<file path="src/hw/rtl/jmw_pkg.sv">
// jmw_pkg: shared types and constants of the jacobian measure weight core
// used by jmw_sqrt_stage, jacobian_measure_weight_core and jmw_checker
`default_nettype none

package jmw_pkg;

	localparam int FRAC_BITS = 16;
	localparam int DET_SHIFT = 2 * FRAC_BITS;

	localparam int CFG_IDX_W = 2;
	localparam int CFG_DATA_W = 32;

	localparam logic [CFG_IDX_W-1:0] REG_GEOMETRY_KIND = 2'd0;
	localparam logic [CFG_IDX_W-1:0] REG_ZERO_THRESHOLD = 2'd1;

	localparam logic [1:0] KIND_POINT = 2'd0;
	localparam logic [1:0] KIND_CELL = 2'd1;
	localparam logic [1:0] KIND_FACE = 2'd2;
	localparam logic [1:0] KIND_EDGE = 2'd3;

	localparam logic [1:0] PATH_ZERO = 2'd0;
	localparam logic [1:0] PATH_DET = 2'd1;
	localparam logic [1:0] PATH_GRAM = 2'd2;
	localparam logic [1:0] PATH_NORM = 2'd3;

	localparam logic [31:0] W_MAX = 32'h7FFF_FFFF;
	localparam logic [31:0] W_MIN = 32'h8000_0000;

	localparam int RAD_W = 64;
	localparam int ROOT_W = RAD_W / 2;
	localparam int REM_W = ROOT_W + 3;
	localparam int SQ_STEPS = 4;
	localparam int SQ_STAGES = ROOT_W / SQ_STEPS;

	typedef struct packed {
		logic signed [31:0] j00;
		logic signed [31:0] j01;
		logic signed [31:0] j02;
		logic signed [31:0] j10;
		logic signed [31:0] j11;
		logic signed [31:0] j12;
		logic signed [31:0] j20;
		logic signed [31:0] j21;
		logic signed [31:0] j22;
	} jac_t;

	typedef struct packed {
		logic signed [31:0] weight;
		logic [1:0]         active_columns;
		logic               saturated;
	} res_t;

	typedef struct packed {
		logic [RAD_W-1:0]  rad;
		logic [REM_W-1:0]  rem;
		logic [ROOT_W-1:0] root;
	} sq_state_t;

	typedef struct packed {
		logic        use_root;
		logic [31:0] w;
		logic [1:0]  n;
		logic        sat;
	} sq_tag_t;

endpackage

`default_nettype wire

</file>
<file path="src/hw/rtl/jmw_sqrt_stage.sv">
// jmw_sqrt_stage: one registered stage of the digit-by-digit integer square root
// depends on jmw_pkg
`default_nettype none

module jmw_sqrt_stage (
	input  wire logic                clk,
	input  wire logic                arst_n,
	input  wire logic                en,
	input  wire logic                v_in,
	input  wire jmw_pkg::sq_state_t  st_in,
	input  wire jmw_pkg::sq_tag_t    tag_in,
	output logic                     v_out,
	output jmw_pkg::sq_state_t       st_out,
	output jmw_pkg::sq_tag_t         tag_out
);

	jmw_pkg::sq_state_t st_d;
	jmw_pkg::sq_state_t st_q;
	jmw_pkg::sq_tag_t   tag_q;
	logic               v_q;

	always_comb begin
		logic [jmw_pkg::REM_W-1:0] trial;
		st_d = st_in;
		trial = '0;
		for (int i = 0; i < jmw_pkg::SQ_STEPS; i++) begin
			st_d.rem = {st_d.rem[jmw_pkg::REM_W-3:0], st_d.rad[jmw_pkg::RAD_W-1 -: 2]};
			st_d.rad = {st_d.rad[jmw_pkg::RAD_W-3:0], 2'b00};
			trial = {1'b0, st_d.root, 2'b01};
			if (st_d.rem >= trial) begin
				st_d.rem = st_d.rem - trial;
				st_d.root = {st_d.root[jmw_pkg::ROOT_W-2:0], 1'b1};
			end else begin
				st_d.root = {st_d.root[jmw_pkg::ROOT_W-2:0], 1'b0};
			end
		end
	end

	always_ff @(posedge clk or negedge arst_n) begin
		if (!arst_n) begin
			v_q <= 1'b0;
		end else if (en) begin
			v_q <= v_in;
		end
	end

	always_ff @(posedge clk) begin
		if (en) begin
			st_q <= st_d;
			tag_q <= tag_in;
		end
	end

	assign v_out = v_q;
	assign st_out = st_q;
	assign tag_out = tag_q;

endmodule

`default_nettype wire

</file>
<file path="config.mk">
export PLATFORM = sky130hd
export DESIGN_NAME = jmw_sqrt_stage
export DESIGN_NICKNAME = d
export VERILOG_FILES = /design/src/hw/rtl/jmw_pkg.sv /design/src/hw/rtl/jmw_sqrt_stage.sv
export SDC_FILE = /design/constraint.sdc
export NUM_CORES = 1
export LEC_CHECK = 0
export BUFFER_PORTS_ARGS = -buffer_cell sky130_fd_sc_hd__buf_2
export CORE_ASPECT_RATIO = 1.4
export CORE_UTILIZATION = 55
export CTS_BUF_LIST = sky130_fd_sc_hd__clkbuf_4 sky130_fd_sc_hd__clkbuf_8
export CTS_CLUSTER_SIZE = 16
export DETAILED_ROUTE_END_ITERATION = 7
export PLACE_DENSITY = 0.82
export SKIP_LAST_GASP = 1
export SLEW_MARGIN = 20
export SYNTH_ARGS = -nofsm -noshare
export SYNTH_HDL_FRONTEND = slang
export SYNTH_SLANG_ARGS = --single-unit
</file>
<file path="constraint.sdc">
create_clock -name clk -period 1.35 [get_ports clk]
set_clock_uncertainty 0.05 [all_clocks]
set_input_delay 0.0675 -clock clk [delete_from_list [all_inputs] [get_ports clk]]
set_output_delay 0.0675 -clock clk [all_outputs]
set_load 0.02 [all_outputs]
</file>
==> reports/results.txt, run 1 <==
Placed Area: 21,000 µm²
run status: aborted with a tool error
largest net degree at the start of global routing: 34
ys async rst share: 0.625%
# rows: 69
Die H: 192 µm
error message: [ERROR GRT-0116] Global routing finished with congestion. Check the congestion regions in the DRC Viewer.
clock root buffer: clkbuf_8
largest cells by area after synthesis: edfxtp_1 (34%), ha_1 (12%), a21oi_1 (6.2%)
Synth Cell Area: 14,200 µm²
Ys Warns: 0
first-pass GRT wire length: 147,000 µm
post-synth cell types: 99
Stop stage: global routing (5_1_grt)
post-synth top area share: 33.5%
Post-synth EDFFs: 159
io pins: 339
Mean Syn Cell Area: 9.14 µm²
synth cell count leaders: a21oi_1 (176), edfxtp_1 (159), nor2_1 (139)
gpl congestion: 1.01
ys flop type: edfxtp_1
gr usage total: 73.3%
die width: 138 µm
area leader, netlist: edfxtp_1
Seq/Total Area, Yosys: 33.7%
H-tree depth: 4
flops & latches, synth: 160
clk buf depth: 2
worst slack, placed: -9.24 ns
starting density of the core: 56.1%
vias in the first global route: 23,535
CTS sink cnt: 160
CTS Buf Count: 17
IO buf count: 328
GR Overflow Total: 54
top-count cell post-synth: a21oi_1
Detail Placement HPWL: 49,600 µm
cells after synthesis: 1,558
metrics by stage:
| step | cells | hold slack, ns |
|---|---|---|
| CTS | 2977 | 0.00939 |
| global placement | 2761 | -0.207 |
| detailed placement | 2761 | -0.206 |
| floorplan | 1565 | -0.278 |
what timing repair did:
action                     4_1_cts
gates resized for setup        164
hold buffers                   124
cloned                           4
hold endpoints to repair       144
setup endpoints to repair       39
pin swaps                       84
setup buffers                   61
per-layer routing:
layer / GRT overflow / global-route usage [%]
met5: 0 / 19.2
met4: 26 / 80.4
met3: 0 / 50.5
met2: 28 / 96.5
met1: 0 / 70.7
cell families after synthesis:
logic type                 Yosys count  synth area share, %
DFF                                160                 33.7
other                                1               0.0263
AOI/OAI and AO/OA                  516                 24.7
buffers and inverters              151                 4.50
muxes                               38                 2.98
and+or+nand+nor                    434                 14.7
adders and majority gates          136                 11.9
xor gates and xnor gates           122                 7.50
==> run 2, diff against run 1 <==
--- a/config.mk
+++ b/config.mk
@@ -6,12 +6,9 @@
 export NUM_CORES = 1
 export LEC_CHECK = 0
 export BUFFER_PORTS_ARGS = -buffer_cell sky130_fd_sc_hd__buf_2
-export CORE_ASPECT_RATIO = 1.4
-export CORE_UTILIZATION = 55
-export CTS_BUF_LIST = sky130_fd_sc_hd__clkbuf_4 sky130_fd_sc_hd__clkbuf_8
-export CTS_CLUSTER_SIZE = 16
+export CORE_UTILIZATION = 40
 export DETAILED_ROUTE_END_ITERATION = 7
-export PLACE_DENSITY = 0.82
+export PLACE_DENSITY_LB_ADDON = 0.15
 export SKIP_LAST_GASP = 1
 export SLEW_MARGIN = 20
 export SYNTH_ARGS = -nofsm -noshare
==> reports/results.txt, run 2 <==
clk buf depth: 2 (unchanged)
Mean Syn Cell Area: 9.14 µm² (unchanged)
nets: 2,979
power share of the clock group: 6.7%
top-count cell post-synth: a21oi_1 (unchanged)
arrival time at the worst endpoint: 9.65 ns
ys flop type: edfxtp_1 (unchanged)
Crit Path Max Fanout: 6
Worst Setup Start Kind: input pin
share of power burned in registers: 10.8%
Die H: 191 µm (was 192 µm)
Synth Cell Area: 14,200 µm² (unchanged)
Placed Area: 21,400 µm² (was 21,000 µm²)
Tightest Pin Transition: 0.615 ns
final hold viol count: 0
# rows: 68 (was 69)
IO buf count: 328 (unchanged)
Post-Route WL: 58,500 µm
non-filler cells, final: 3,141
antenna violations before repair: 2
clock root buffer: clkbuf_16 (was clkbuf_8)
post-synth top area share: 33.5% (unchanged)
Ys Warns: 0 (unchanged)
combinational fraction of design power: 82.5%
M3 GR Usage: 3.70%
number of instances in the placed design: 2,929 (was 2,761)
Min Clock Period, post-route: 9.51 ns
most frequent CP cell: a21o_1
Max Fclk: 0.105 GHz
crit path buf inv count: 11
core footprint: 34,800 µm²
Area Growth Syn to Fin: 74.8%
Critical Path RT: 1.49 ns
number of flip-flops in the largest register: 123
Post-synth EDFFs: 159 (unchanged)
# DRC: 0
cell family with most CP delay: compound AO/OA/AOI/OAI gates
run status: complete, but fails checks (was aborted with a tool error)
Worst slew margin: 58.6%
DRT iter0 DRCs: 1,209
CTS sink cnt: 160 (unchanged)
max-slew violations: 0
die area: 36,400 µm²
first-pass GRT wire length: 85,700 µm
CTS Buf Count: 17 (unchanged)
worst hold path type: in -> reg
area leader, netlist: edfxtp_1 (unchanged)
failing checks: setup timing
critical path capture point type: register
GR Overflow Total: 0
Internal Power: 0.0414 W
flops & latches, synth: 160 (unchanged)
die width: 191 µm (was 138 µm)
starting density of the core: 40.9% (was 56.1%)
Max Cap Viol: 0
commonest non-fill, non-tap cell in the layout: buf_4
worst hold slack: 0.0704 ns
met1 Use GR: 40.5%
Final Worst Setup Slack: -8.16 ns
largest net degree at the start of global routing: 28
Detail Placement HPWL: 45,900 µm (was 49,600 µm)
gpl congestion: 1.03 (was 1.01)
Final Instance Area: 24,900 µm²
worst setup path category: in -> reg
gr usage total: 30.9%
RSZ-0062 raised after global routing: yes
synth cell count leaders: a21oi_1 (176), edfxtp_1 (159), nor2_1 (139) (unchanged)
Finish-stage setup viols: 39
Clock transition at path regs: 0.07 ns
final worst-path cycle share: 704%
switching part of the total: 43.0%
worst IR drop on VDD: 1.97 mV
CP max stage delay: 0.37 ns
H-tree depth: 4 (unchanged)
largest cells by area after synthesis: edfxtp_1 (34%), ha_1 (12%), a21oi_1 (6.2%) (unchanged)
CP max stage cell: o311ai_4
post-synth cell types: 99 (unchanged)
worst slack, placed: -9.41 ns (was -9.24 ns)
met2 Use GR: 52.7%
io pins: 339 (unchanged)
layout cells sized above 1: 50.3%
Routed WL per cell: 18.6 µm
cells after synthesis: 1,558 (unchanged)
most frequent cells in the layout: buf_4 (675), buf_2 (322), edfxtp_1 (159)
vias per std cell: 5.27
grt peak-use layer: met2
P_sw: 0.0312 W
P per Cell Area: 2920 nW/µm²
ys async rst share: 0.625% (unchanged)
CTS tree: yes
vias in the first global route: 16,217
drt pass-1 iters: 6
Leak: 11.7 nW
Seq/Total Area, Yosys: 33.7% (unchanged)
antenna viol nets, final: 0
Via Count: 16,538
Clk Latency, worst-skew pair: 0.44 ns
==> run 2: cell families after synthesis <==
family,Yosys count,synth area share (%)
flip-flops,160,33.7
other,1,0.0263
XOR/XNOR,122,7.50
AO/OA/AOI/OAI,516,24.7
multiplexers,38,2.98
adder cells (fa/ha/maj),136,11.9
AND/OR/NAND/NOR,434,14.7
buffers and inverters,151,4.50
==> run 2: what timing repair did <==
item,4_1_cts,5_1_grt
endpoints found under the hold margin,137,0
endpoints found under the setup margin,39,39
gates resized for setup,108,146
hold buffers,124,0
pin swaps,79,113
gates cloned,5,3
buffers inserted,28,21
==> run 2: power groups by stage <==
| stage | Clock (W) | Combinational [W] | Sequential (W) |
|---|---|---|---|
| after CTS | 0.00497 | 0.0545 | 0.00785 |
| after detailed placement | 0 | 0.0505 | 0.00795 |
| after global placement | 0 | 0.0500 | 0.00791 |
| after global routing | 0.00511 | 0.0638 | 0.00793 |
| final | 0.00484 | 0.0599 | 0.00785 |
| after floorplan | 0 | 0.0273 | 0.00912 |
==> run 2: per-layer routing <==
layer,part of all wire [%],up-vias,wire length [µm]
met2,48,589,28200
met4,2.7,0,1560
met3,5.9,98,3440
met1,43,7855,25300
li1,-,7996,-
met5,0,-,0
==> run 2: through the flow <==
step | TNS [ns] | total power [W] | util, %
after floorplan | -298.73 | 0.0364 | -
after global placement | -343.78 | 0.0580 | 61.4
after detailed placement | -347.29 | 0.0585 | 61.4
after CTS | -300.31 | 0.0673 | 69.1
after global routing | -315.53 | 0.0768 | 71.6
final | -300.08 | 0.0726 | 71.6
==> run 2: worst paths after layout <==
check / slack (ns) / to / cells after the start / start
setup / recovery: -8.16 / st_out[34]$_DFFE_PP_ / 53 / st_in[13]
hold / removal: 0.07 / st_out[33]$_DFFE_PP_ / 4 / st_in[124]
setup reg to reg: 0.56 / v_out$_DFFE_PN0P_ / 1 / v_out$_DFFE_PN0P_
hold reg to reg: 0.46 / v_out$_DFFE_PN0P_ / 1 / v_out$_DFFE_PN0P_
max in group asynchronous: 0.71 / v_out$_DFFE_PN0P_ / 3 / arst_n
min in group asynchronous: 0.44 / v_out$_DFFE_PN0P_ / 3 / arst_n
==> run 2: cell type report <==
class	count	area (µm²)
Fill cell	2660	9900
Clock buffer	18	429
Tap cell	455	569
Clock inverter	14	155
Multi-Input combinational cell	1254	10100
Sequential cell	160	4800
Inverter	86	367
Timing Repair Buffer	1153	8490
Antenna cell	1	2.50
Power figures use the tool's default switching activity.
